===== src/design/fsp_pkg.sv =====
// shared types and constants of the fasta stream parser
// no dependencies; compiled first

package fsp_pkg;

    localparam int QUEUE_DEPTH = 2;
    localparam int QPTR_W = 1;

    localparam logic [2:0] KIND_ID   = 3'd0;
    localparam logic [2:0] KIND_DESC = 3'd1;
    localparam logic [2:0] KIND_CODE = 3'd2;
    localparam logic [2:0] KIND_HDR  = 3'd3;
    localparam logic [2:0] KIND_END  = 3'd4;
    localparam logic [2:0] KIND_BAD  = 3'd5;

    localparam logic [2:0] TSEL_DNA_INDEX = 3'd1;
    localparam logic [2:0] TSEL_LAST      = 3'd4;
    localparam logic [2:0] TSEL_RESET     = 3'd1;
    localparam int NUM_TABLES = 5;
    localparam int NUM_LETTERS = 26;

    localparam logic [7:0] CH_GT    = 8'd62;
    localparam logic [7:0] CH_NL    = 8'd10;
    localparam logic [7:0] CH_SPACE = 8'd32;
    localparam logic [7:0] CH_TAB   = 8'd9;

    // bit 8 set marks a letter that is bad in that table
    localparam logic [8:0] CB = 9'h100;

    localparam logic [8:0] LETTER_CODE [NUM_TABLES][NUM_LETTERS] = '{
        '{9'd65, CB, 9'd67, CB, CB, CB, 9'd71, CB, CB, CB, CB, CB, CB,
          9'd78, CB, CB, CB, CB, CB, 9'd84, CB, CB, CB, CB, CB, CB},
        '{9'd0, CB, 9'd1, CB, CB, CB, 9'd2, CB, CB, CB, CB, CB, CB,
          9'd4, CB, CB, CB, CB, CB, 9'd3, CB, CB, CB, CB, CB, CB},
        '{9'd1, CB, 9'd8, CB, CB, CB, 9'd4, CB, CB, CB, CB, CB, CB,
          9'd15, CB, CB, CB, CB, CB, 9'd2, CB, CB, CB, CB, CB, CB},
        '{9'd65, 9'd88, 9'd67, 9'd68, 9'd69, 9'd70, 9'd71, 9'd72, 9'd73, CB,
          9'd75, 9'd76, 9'd77, 9'd78, CB, 9'd80, 9'd81, 9'd82, 9'd83, 9'd84,
          CB, 9'd86, 9'd87, 9'd88, 9'd89, 9'd88},
        '{9'd0, 9'd21, 9'd1, 9'd2, 9'd3, 9'd4, 9'd5, 9'd6, 9'd7, CB,
          9'd8, 9'd9, 9'd10, 9'd11, CB, 9'd12, 9'd13, 9'd14, 9'd15, 9'd16,
          CB, 9'd17, 9'd18, 9'd21, 9'd20, 9'd21}
    };

    typedef struct packed {
        logic       eos;
        logic [7:0] data;
        logic       gt;
        logic       nl;
        logic       blank;
        logic       ign;
        logic       bad;
        logic [7:0] code;
    } t_cls;

endpackage


===== src/design/fsp_if.sv =====
// channel interfaces of the fasta stream parser
// depends on nothing but the package order

interface fsp_byte_if;
    logic       valid;
    logic       ready;
    logic [7:0] byte_in;
    logic       end_of_stream;
    modport source (output valid, output byte_in, output end_of_stream, input ready);
    modport sink (input valid, input byte_in, input end_of_stream, output ready);
endinterface

interface fsp_result_if;
    logic        valid;
    logic        ready;
    logic [2:0]  kind;
    logic [7:0]  value;
    logic [31:0] line_number;
    logic [31:0] base_count;
    modport source (output valid, output kind, output value, output line_number,
                    output base_count, input ready);
    modport sink (input valid, input kind, input value, input line_number,
                  input base_count, output ready);
endinterface

interface fsp_cfg_if;
    logic       valid;
    logic       ready;
    logic [2:0] table_select;
    modport source (output valid, output table_select, input ready);
    modport sink (input valid, input table_select, output ready);
endinterface


===== src/design/fsp_front.sv =====
// front end: table select register and byte classification
// uses fsp_pkg and the channel interfaces

module fsp_front (
    input  logic            i_clk,
    input  logic            i_rst_n,
    fsp_byte_if.sink        i_in,
    fsp_cfg_if.sink         i_cfg,
    input  logic            i_full,
    output logic            o_push,
    output fsp_pkg::t_cls   o_cls
);

    logic [2:0] r_table_sel;
    logic [2:0] tsel;
    logic [7:0] b;
    logic [7:0] upper;
    logic [4:0] lidx;
    logic [8:0] entry;
    logic       letter;

    always_ff @(posedge i_clk) begin
        if (!i_rst_n) begin
            r_table_sel <= fsp_pkg::TSEL_RESET;
        end else if (i_cfg.valid) begin
            r_table_sel <= i_cfg.table_select;
        end
    end

    assign i_cfg.ready = 1'b1;
    assign i_in.ready  = !i_full;
    assign o_push      = i_in.valid && !i_full;

    always_comb begin
        b      = i_in.byte_in;
        tsel   = (r_table_sel > fsp_pkg::TSEL_LAST) ? fsp_pkg::TSEL_DNA_INDEX : r_table_sel;
        upper  = (b inside {[8'd97:8'd122]}) ? (b - 8'd32) : b;
        letter = upper inside {[8'd65:8'd90]};
        lidx   = letter ? (upper[4:0] - 5'd1) : 5'd0;
        entry  = fsp_pkg::LETTER_CODE[tsel][lidx];

        o_cls.eos   = i_in.end_of_stream;
        o_cls.data  = b;
        o_cls.gt    = (b == fsp_pkg::CH_GT);
        o_cls.nl    = (b == fsp_pkg::CH_NL);
        o_cls.blank = (b == fsp_pkg::CH_SPACE) || (b == fsp_pkg::CH_TAB);
        o_cls.ign   = o_cls.blank || o_cls.nl || (b inside {[8'd48:8'd57]});
        o_cls.bad   = !o_cls.ign && (!letter || entry[8]);
        o_cls.code  = entry[7:0];
    end

endmodule


===== src/design/fsp_queue.sv =====
// two word queue between classifier and record state machine
// uses fsp_pkg

module fsp_queue (
    input  logic            i_clk,
    input  logic            i_rst_n,
    input  logic            i_push,
    input  fsp_pkg::t_cls   i_data,
    output logic            o_full,
    output logic            o_valid,
    input  logic            i_pop,
    output fsp_pkg::t_cls   o_data
);

    fsp_pkg::t_cls              r_mem [fsp_pkg::QUEUE_DEPTH];
    logic [fsp_pkg::QPTR_W-1:0] r_wr;
    logic [fsp_pkg::QPTR_W-1:0] r_rd;
    logic [fsp_pkg::QPTR_W:0]   r_cnt;
    logic [fsp_pkg::QPTR_W:0]   n_cnt;

    assign o_full  = (r_cnt == (fsp_pkg::QPTR_W+1)'(fsp_pkg::QUEUE_DEPTH));
    assign o_valid = (r_cnt != '0);
    assign o_data  = r_mem[r_rd];

    always_comb begin
        n_cnt = r_cnt;
        if (i_push && !(i_pop && o_valid)) begin
            n_cnt = r_cnt + 1'b1;
        end else if (!i_push && i_pop && o_valid) begin
            n_cnt = r_cnt - 1'b1;
        end
    end

    always_ff @(posedge i_clk) begin
        if (i_push) begin
            r_mem[r_wr] <= i_data;
        end
    end

    always_ff @(posedge i_clk) begin
        if (!i_rst_n) begin
            r_wr  <= '0;
            r_rd  <= '0;
            r_cnt <= '0;
        end else begin
            r_cnt <= n_cnt;
            if (i_push) begin
                r_wr <= r_wr + 1'b1;
            end
            if (i_pop && o_valid) begin
                r_rd <= r_rd + 1'b1;
            end
        end
    end

endmodule


===== src/design/fsp_back.sv =====
// back end: record state machine, line and base counters, result register
// uses fsp_pkg and fsp_result_if

module fsp_back #(
    parameter int COUNT_WIDTH = 32
) (
    input  logic            i_clk,
    input  logic            i_rst_n,
    input  logic            i_valid,
    input  fsp_pkg::t_cls   i_cls,
    output logic            o_pop,
    fsp_result_if.source    o_out
);

    localparam logic [2:0] PH_START = 3'd0;
    localparam logic [2:0] PH_ID    = 3'd1;
    localparam logic [2:0] PH_BLANK = 3'd2;
    localparam logic [2:0] PH_DESC  = 3'd3;
    localparam logic [2:0] PH_SEQ   = 3'd4;
    localparam logic [2:0] PH_ERROR = 3'd5;

    logic [2:0]             r_phase, n_phase;
    logic [COUNT_WIDTH-1:0] r_line, n_line;
    logic [COUNT_WIDTH-1:0] r_bases, n_bases;
    logic                   r_out_valid;
    logic [2:0]             r_kind;
    logic [7:0]             r_value;
    logic [31:0]            r_line_out;
    logic [31:0]            r_bases_out;

    logic                   emit;
    logic [2:0]             e_kind;
    logic [7:0]             e_value;
    logic [COUNT_WIDTH-1:0] e_line;
    logic [COUNT_WIDTH-1:0] e_bases;
    logic [COUNT_WIDTH-1:0] line_inc;
    logic [COUNT_WIDTH-1:0] seq_base;
    logic [COUNT_WIDTH-1:0] bases_inc;
    logic [COUNT_WIDTH-1:0] seq_line;

    assign o_pop = i_valid && (!r_out_valid || o_out.ready);

    always_comb begin
        line_inc  = (&r_line) ? r_line : (r_line + 1'b1);
        seq_base  = (r_phase == PH_START) ? '0 : r_bases;
        bases_inc = (&seq_base) ? seq_base : (seq_base + 1'b1);
        seq_line  = i_cls.nl ? line_inc : r_line;

        n_phase = r_phase;
        n_line  = r_line;
        n_bases = r_bases;
        emit    = 1'b0;
        e_kind  = fsp_pkg::KIND_ID;
        e_value = '0;
        e_line  = r_line;
        e_bases = '0;

        if (i_cls.eos) begin
            if (r_phase inside {PH_ID, PH_BLANK, PH_DESC, PH_SEQ}) begin
                emit    = 1'b1;
                e_kind  = fsp_pkg::KIND_END;
                e_bases = r_bases;
            end
            n_phase = PH_START;
            n_line  = COUNT_WIDTH'(1);
            n_bases = '0;
        end else begin
            case (r_phase)
                PH_START, PH_SEQ: begin
                    if (i_cls.gt) begin
                        if (r_phase == PH_SEQ) begin
                            emit    = 1'b1;
                            e_kind  = fsp_pkg::KIND_END;
                            e_bases = r_bases;
                        end
                        n_phase = PH_ID;
                        n_bases = '0;
                    end else begin
                        n_phase = PH_SEQ;
                        n_line  = seq_line;
                        n_bases = seq_base;
                        e_line  = seq_line;
                        if (i_cls.bad) begin
                            n_phase = PH_ERROR;
                            emit    = 1'b1;
                            e_kind  = fsp_pkg::KIND_BAD;
                            e_value = i_cls.data;
                            e_bases = seq_base;
                        end else if (!i_cls.ign) begin
                            n_bases = bases_inc;
                            emit    = 1'b1;
                            e_kind  = fsp_pkg::KIND_CODE;
                            e_value = i_cls.code;
                            e_bases = bases_inc;
                        end
                    end
                end
                PH_ID, PH_BLANK, PH_DESC: begin
                    if (i_cls.nl) begin
                        n_line  = line_inc;
                        n_phase = PH_SEQ;
                        emit    = 1'b1;
                        e_kind  = fsp_pkg::KIND_HDR;
                        e_line  = line_inc;
                    end else if (i_cls.blank && (r_phase != PH_DESC)) begin
                        n_phase = PH_BLANK;
                    end else begin
                        emit    = 1'b1;
                        e_value = i_cls.data;
                        if (r_phase == PH_ID) begin
                            e_kind = fsp_pkg::KIND_ID;
                        end else begin
                            e_kind  = fsp_pkg::KIND_DESC;
                            n_phase = PH_DESC;
                        end
                    end
                end
                default: begin
                    n_phase = PH_ERROR;
                end
            endcase
        end
    end

    always_ff @(posedge i_clk) begin
        if (!i_rst_n) begin
            r_phase     <= PH_START;
            r_line      <= COUNT_WIDTH'(1);
            r_bases     <= '0;
            r_out_valid <= 1'b0;
        end else begin
            if (o_pop) begin
                r_phase <= n_phase;
                r_line  <= n_line;
                r_bases <= n_bases;
            end
            if (o_pop && emit) begin
                r_out_valid <= 1'b1;
            end else if (o_out.ready) begin
                r_out_valid <= 1'b0;
            end
        end
    end

    always_ff @(posedge i_clk) begin
        if (o_pop && emit) begin
            r_kind      <= e_kind;
            r_value     <= e_value;
            r_line_out  <= 32'(e_line);
            r_bases_out <= 32'(e_bases);
        end
    end

    assign o_out.valid       = r_out_valid;
    assign o_out.kind        = r_kind;
    assign o_out.value       = r_value;
    assign o_out.line_number = r_line_out;
    assign o_out.base_count  = r_bases_out;

endmodule


===== src/design/fasta_stream_parser.sv =====
// top level of the fasta stream parser
// uses fsp_pkg, the channel interfaces, fsp_front, fsp_queue and fsp_back
//
// i_in carries one file byte per word, with end_of_stream marking the end of
// a file (the byte of that word is ignored). o_out carries one result word:
// id or description byte, sequence code, header done, record end or bad
// character, with the current line and the base count of the record.
// i_cfg writes table_select (dna text, dna index, dna binary, protein text,
// protein index) and is always ready; write it only while the block is idle.
// A byte is classified on arrival and stored in a two word queue; the record
// state machine takes one word per cycle from it while the output register
// is empty or being read, and loads any result into it. An accepted byte
// passes the queue and then the output register before it shows on o_out.
// When o_out stalls, the output register holds, the queue fills within two
// bytes and i_in.ready drops. Reset selects dna index, returns to record
// start with line 1 and no bases, and empties the queue and output register.

module fasta_stream_parser #(
    parameter int COUNT_WIDTH = 32
) (
    input  logic          i_clk,
    input  logic          i_rst_n,
    fsp_byte_if.sink      i_in,
    fsp_cfg_if.sink       i_cfg,
    fsp_result_if.source  o_out
);

    fsp_pkg::t_cls front_cls;
    fsp_pkg::t_cls queue_cls;
    logic          push;
    logic          full;
    logic          q_valid;
    logic          pop;

    fsp_front u_front (
        .i_clk   (i_clk),
        .i_rst_n (i_rst_n),
        .i_in    (i_in),
        .i_cfg   (i_cfg),
        .i_full  (full),
        .o_push  (push),
        .o_cls   (front_cls)
    );

    fsp_queue u_queue (
        .i_clk   (i_clk),
        .i_rst_n (i_rst_n),
        .i_push  (push),
        .i_data  (front_cls),
        .o_full  (full),
        .o_valid (q_valid),
        .i_pop   (pop),
        .o_data  (queue_cls)
    );

    fsp_back #(
        .COUNT_WIDTH (COUNT_WIDTH)
    ) u_back (
        .i_clk   (i_clk),
        .i_rst_n (i_rst_n),
        .i_valid (q_valid),
        .i_cls   (queue_cls),
        .o_pop   (pop),
        .o_out   (o_out)
    );

endmodule


===== src/flat_wrapper.sv =====
// flat-port wrapper written by rule: the top's interface ports become plain ports
module fasta_stream_parser_flat 
#(
    parameter int COUNT_WIDTH = 32
)
  (i_clk, i_rst_n, i_in_valid, i_in_byte_in, i_in_end_of_stream, i_in_ready, i_cfg_valid, i_cfg_table_select, i_cfg_ready, o_out_valid, o_out_kind, o_out_value, o_out_line_number, o_out_base_count, o_out_ready);
  fsp_byte_if i_in_i ();
  fsp_cfg_if i_cfg_i ();
  fsp_result_if o_out_i ();
  input  logic i_clk;
  input  logic i_rst_n;
  input wire logic [$bits(i_in_i.valid)-1:0] i_in_valid;
  input wire logic [$bits(i_in_i.byte_in)-1:0] i_in_byte_in;
  input wire logic [$bits(i_in_i.end_of_stream)-1:0] i_in_end_of_stream;
  output wire logic [$bits(i_in_i.ready)-1:0] i_in_ready;
  input wire logic [$bits(i_cfg_i.valid)-1:0] i_cfg_valid;
  input wire logic [$bits(i_cfg_i.table_select)-1:0] i_cfg_table_select;
  output wire logic [$bits(i_cfg_i.ready)-1:0] i_cfg_ready;
  output wire logic [$bits(o_out_i.valid)-1:0] o_out_valid;
  output wire logic [$bits(o_out_i.kind)-1:0] o_out_kind;
  output wire logic [$bits(o_out_i.value)-1:0] o_out_value;
  output wire logic [$bits(o_out_i.line_number)-1:0] o_out_line_number;
  output wire logic [$bits(o_out_i.base_count)-1:0] o_out_base_count;
  input wire logic [$bits(o_out_i.ready)-1:0] o_out_ready;
  assign i_in_i.valid = i_in_valid;
  assign i_in_i.byte_in = i_in_byte_in;
  assign i_in_i.end_of_stream = i_in_end_of_stream;
  assign i_in_ready = i_in_i.ready;
  assign i_cfg_i.valid = i_cfg_valid;
  assign i_cfg_i.table_select = i_cfg_table_select;
  assign i_cfg_ready = i_cfg_i.ready;
  assign o_out_valid = o_out_i.valid;
  assign o_out_kind = o_out_i.kind;
  assign o_out_value = o_out_i.value;
  assign o_out_line_number = o_out_i.line_number;
  assign o_out_base_count = o_out_i.base_count;
  assign o_out_i.ready = o_out_ready;
  fasta_stream_parser #(.COUNT_WIDTH(COUNT_WIDTH)) u_core (.i_clk(i_clk), .i_rst_n(i_rst_n), .i_in(i_in_i), .i_cfg(i_cfg_i), .o_out(o_out_i));
endmodule

===== config.mk =====
export PLATFORM = sky130hd
export DESIGN_NAME = fasta_stream_parser_flat
export DESIGN_NICKNAME = d
export VERILOG_FILES = /design/src/design/fsp_pkg.sv /design/src/design/fsp_if.sv /design/src/design/fsp_front.sv /design/src/design/fsp_queue.sv /design/src/design/fsp_back.sv /design/src/design/fasta_stream_parser.sv /design/src/flat_wrapper.sv
export SDC_FILE = /design/constraint.sdc
export NUM_CORES = 1
export LEC_CHECK = 0
export ABC_CLOCK_PERIOD_IN_PS = 7920
export BUFFER_PORTS_ARGS = -buffer_cell sky130_fd_sc_hd__buf_2
export CAP_MARGIN = 30
export CORE_UTILIZATION = 60
export CTS_BUF_LIST = sky130_fd_sc_hd__clkbuf_8
export DETAILED_ROUTE_END_ITERATION = 7
export MAX_ROUTING_LAYER = met4
export PLACE_DENSITY = 0.78
export RECOVER_POWER = 50
export SLEW_MARGIN = 10
export SYNTH_ARGS = -nofsm -noshare
export SYNTH_HDL_FRONTEND = slang
export SYNTH_SLANG_ARGS = --single-unit

===== constraint.sdc =====
create_clock -name i_clk -period 7.92 [get_ports i_clk]
set_input_delay 0.792 -clock i_clk [delete_from_list [all_inputs] [get_ports i_clk]]
set_output_delay 0.792 -clock i_clk [all_outputs]
set_load 0.1 [all_outputs]

After elaboration in Yosys (flattened, before gate mapping)
Memory sizes are Yosys's and may differ from the RTL's. A register that Yosys moved wholly into a read port is not among the register bits. Index checks and enable logic that the tools add are counted. W data, S select, Z words.

Register bits: 150. RAM bits: 44. ROM bits: 1872. Output and inout port bits: 78. Logic and storage cells: 147. Memories: 2.

$add $sub $neg: 8. Magnitude comparators: 9. Equality and inequality tests: 11. Muxes and demuxes: 68. Bitwise gates (word level): 2. Reduce and logical (&&, ||, !) cells: 35.

Memory list: (no name shown) (depth 8, bits a word 234, rd ports 1, clocked after memory_dff 0, write ports 0, line fsp_front.sv:40) `entry = fsp_pkg::LETTER_CODE[tsel][lidx];`; u_core.u_queue.r_mem (depth 2, bits a word 22, rd ports 1, clocked after memory_dff 1, write ports 1, line fsp_queue.sv:15) `fsp_pkg::t_cls r_mem [fsp_pkg::QUEUE_DEPTH];`.

Operators by type and width (count): $mux W32 (19); $mux W234 (2); $add A32 B1 Y32 const B (2); $pmux W32 S2 (1); $reduce_and A32 Y1 (2); $mux W8 (6); $bmux W9 S5 (1); $mux W3 (11); $mux W9 (2); $mux W1 (17); $eq A8 B4 Y1 const B (2); $eq A8 B6 Y1 const B (2); $ge A8 B7 Y1 const B (2); $le A8 B7 Y1 const B (2); $pmux W8 S2 (1); $logic_and A1 B1 Y1 (12); $pmux W3 S2 (2); $ge A8 B6 Y1 const B (1); $le A8 B6 Y1 const B (1); $mux W2 (4); $reduce_bool A2 Y1 (4); $sub A8 B6 Y8 const B (1); $eq A3 B2 Y1 const B (2); $ge A6 B6 Y1 const B (1); 22 further kinds (33).

Longest topological paths before layout
Depth after elaboration: 12. Mapped depth: 15. Depth with buffers taken out: 10.

Cells and area by module
A second synthesis with hierarchy kept.

Cells, all modules: 1279. Area total of the unflattened synthesis: 11667.4 µm².

By module, submodules not included: fsp_back (times used 1, cells an instance 927, area an instance 8181.6 µm², sequential area each 3613.5 µm²); fsp_queue (times used 1, cells an instance 93, area an instance 1814.2 µm², sequential area each 1421.4 µm²); fsp_front (times used 1, cells an instance 259, area an instance 1671.6 µm², sequential area each 60.1 µm²).

Worst setup path before layout
OpenSTA, ideal clock, no wires.

Kind: reg-to-reg. Start point: register u_core.u_back.r_out_valid (netlist: u_core.u_back.o_out.valid). End point: register u_core.u_back.r_bases_out[0] (netlist: u_core.u_back.o_out.base_count[0]), enable pin. Setup time: 0.555 ns. Arrival time: 5.396 ns. Path slack: 1.969 ns. Stages on the path, launching flop included: 6. Clock period less this slack: 5.951 ns. Path through: dfxtp_1 -> nor2b_1 -> or2_2 -> clkbuf_1 -> clkbuf_1 -> a31oi_1.

Cells in the longest elaborated chain, start to end: 4.

RTL lines: from (decl) (line fsp_back.sv:25) `logic r_out_valid;`; from (signal assigned) (line fsp_back.sv:130) `r_out_valid <= 1'b0;`; from (signal assigned) (line fsp_back.sv:138) `r_out_valid <= 1'b1;`; from (signal assigned) (line fsp_back.sv:140) `r_out_valid <= 1'b0;`; $logic_not A1 Y1 (line fsp_back.sv:41) `assign o_pop = i_valid && (!r_out_valid || o_out.ready);`; $logic_or A1 B1 Y1 (line fsp_back.sv:41); $logic_and A1 B1 Y1 (line fsp_back.sv:41); $logic_and A1 B1 Y1 (line fsp_back.sv:146) `if (o_pop && emit) begin`; to (signal assigned) (line fsp_back.sv:150) `r_bases_out <= 32'(e_bases);`; to (decl) (line fsp_back.sv:29) `logic [31:0] r_bases_out;`.

Every way passes these cells. A chain may end at the register's enable or synchronous reset.

==> run summary <==
H-tree levels -> 4
Worst Path Buf+Inv -> 3
failing checks -> capacitance limit, slew limit
Max Root-Sink Buffers -> 2
initial antenna violation count -> 0
root buf cell -> clkbuf_8
clock transition at the registers of the reported paths -> 0.10 ns
VDD IR max -> 0.0002431 V
Syn Nets -> 1248
Die Width -> 137.8 um
Mapped Cells -> 1220
routability congestion estimate -> 1.012
Worst slew margin -> -18.42%
Post-DP Area -> 11630 um^2
fin worst setup slack -> 2.583 ns
worst slack at placement -> 3.720 ns
worst hold slack -> 0.4988 ns
Leak -> 3.946 nW
vias per cell -> 6.855
routed len/inst -> 20.08 um
cts hold-fix bufs -> 0
CTS tree -> yes
pin count of the biggest net entering global routing -> 51
Post-Layout Cell Count -> 1508
Total Routing Usage GR -> 33.64%
Die ar. -> 18990 um^2
Synth top area share -> 31.21%
1st-iter DRT viols -> 1127
CP Class -> flop to flop
critical path endpoint category -> flop
CP delay by family, top -> buffers and inverters
reg-to-reg slack, setup -> 2.58 ns
nets@finish -> 1294
vias in the first global route -> 9304
via count -> 10340
first-pass GRT wire length -> 48400 um
Cell Pwr Density -> 321.5 nW/um^2
chip height -> 137.8 um
overall power -> 3.843 mW
leading area contributor after synthesis -> edfxtp_1
Synth cell types -> 84
most frequent cells after synthesis -> nand2_1, edfxtp_1, o21ai_0, nor2_1
Design Area, Final -> 11960 um^2
clk sink count -> 191
layout cell share with drive strength beyond 1 -> 6.568%
core area -> 18020 um^2
Yosys reg bits -> 191
Critical Path AT -> 5.42 ns
fraction of registers with async set/reset -> 0%
Post-CTS Resized -> 0
Detailed Route WL -> 30280 um
row count -> 49
most frequent cell after synthesis -> nand2_1
Area contributors post-synth -> edfxtp_1, dfxtp_1, nand2_1
Post-synth EDFFs -> 115
TritonCTS Buffers -> 17
synthesized cell area -> 11060 um^2
boundary pin count -> 95
Setup TNS -> 0 ns
Synthesis Warnings -> 0
status -> finished with violations
Crit path top cell by count -> clkbuf_1
postcts setup bufs -> 0
Mapped Avg Cell Area -> 9.068 um^2
Post-DP HPWL -> 20310 um
skew final -> 0.01583 ns
max-slew violations -> 64
clock latency on the worst-skew pair -> 0.48 ns
setup violators final -> 0
Primary FF master, synth -> edfxtp_1
Post-DRT Antenna Nets -> 0
Inserted Diodes -> 0
drt first pass iters -> 6
Worst Tran Pin Value -> 1.776 ns
startpoint types -> flop
Max-Cap Viols -> 3
slowest library cell on the worst path -> clkbuf_1
Min-Delay Path Class -> primary input to flop
Core Util, Final -> 66.33%
period utilization -> 67.38%
RSZ-0062 raised after global routing -> no
Placed Cells -> 1472
DRC errors left -> 0
cell chain of the critical path -> clkbuf_1 > mux2i_2 > clkbuf_1 > o21ai_0 > a31oi_1 > clkbuf_1
Final Hold Viols -> 0
largest fanout on the critical path -> 30
# port buffers -> 93
CP max stage delay -> 1.23 ns
max frequency -> 0.1874 GHz
Overflow after GRT -> 0
Area Growth Syn to Fin -> 8.064%
Period minus WS final -> 5.337 ns
sequential share of the synthesized area -> 44.97%
Initial Utilization -> 61.38%
WP data required -> 8.00 ns
==> registers in the layout, indices dropped and copies added, names as in the netlist, named ones only <==
register                         count
u_core.u_back.o_out.line_number     32
u_core.u_back.o_out.base_count      32
u_core.u_back.r_line                32
u_core.u_queue.r_rd                  1
u_core.u_queue.r_wr                  1
u_core.u_back.o_out.valid            1
u_core.u_queue.r_mem                40
u_core.u_queue.r_cnt                 2
u_core.u_back.r_phase                3
u_core.u_back.o_out.kind             3
u_core.u_back.o_out.value            8
u_core.u_front.r_table_sel           3
u_core.u_back.r_bases               32
==> cells by family after synthesis <==
logic type                 count (synthesis)  synth area share, %
AOI/OAI and AO/OA                        338                20.21
DFF                                      191                44.97
adders and majority gates                 11                1.244
buffers and inverters                    107                3.857
xor gates and xnor gates                  42                3.325
muxes                                     36                3.393
other                                      1              0.03390
and+or+nand+nor                          494                22.97
==> cell type report <==
cell class / instances / area [um^2]
flip-flops and latches: 191 / 4975
fillers: 1543 / 6070
clock buffers: 17 / 234.0
repair buffers: 118 / 539.3
multi-input cells: 922 / 5673
inverters: 16 / 60.06
well taps: 229 / 286.5
clock inverters: 15 / 187.7
==> path summary, 6_finish.rpt <==
path                                        start  cells past startpoint                                           end
max                                          flop                      6  u_core.u_back.o_out.base_count[13]$_DFFE_PP_
min                            i_in_end_of_stream                      1         u_core.u_queue.r_mem[0][21]$_DFFE_PP_
max reg2reg                                  flop                      6  u_core.u_back.o_out.base_count[13]$_DFFE_PP_
min reg2reg  u_core.u_back.r_line[6]$_SDFFE_PN0P_                      2          u_core.u_back.r_line[6]$_SDFFE_PN0P_
==> per-layer routing <==
layer / part of all wire [%] / GRT usage [%] / routed length (um)
met5: 0 / - / 0
met4: 4.2 / 15.70 / 1279
met3: 8.4 / 6.181 / 2554
met2: 46 / 50.98 / 14000
met1: 41 / 43.57 / 12440
==> power by group <==
part	internal (mW)	total (mW)	switching (mW)
clock	0.318	0.687	0.368
combinational	0.263	1.82	1.56
sequential	1.26	1.34	0.0707
total	1.85	3.84	2.00
==> cell usage in the layout (no fill, tap or decap), types with 17 or more instances in the layout <==
| master | n |
|---|---|
| nand2_1 | 135 |
| edfxtp_1 | 115 |
| clkbuf_1 | 91 |
| o21ai_0 | 90 |
| nor2_1 | 78 |
| nand3_1 | 76 |
| dfxtp_1 | 76 |
| a21oi_1 | 58 |
| nand4_1 | 44 |
| a31oi_1 | 38 |
| nor3_1 | 36 |
| xor2_1 | 27 |
| mux2i_1 | 25 |
| o211ai_1 | 24 |
| and3_1 | 23 |
| nor4_1 | 20 |
| inv_1 | 17 |
| clkbuf_8 | 17 |
No activity file was read; power rests on OpenSTA's default activity.
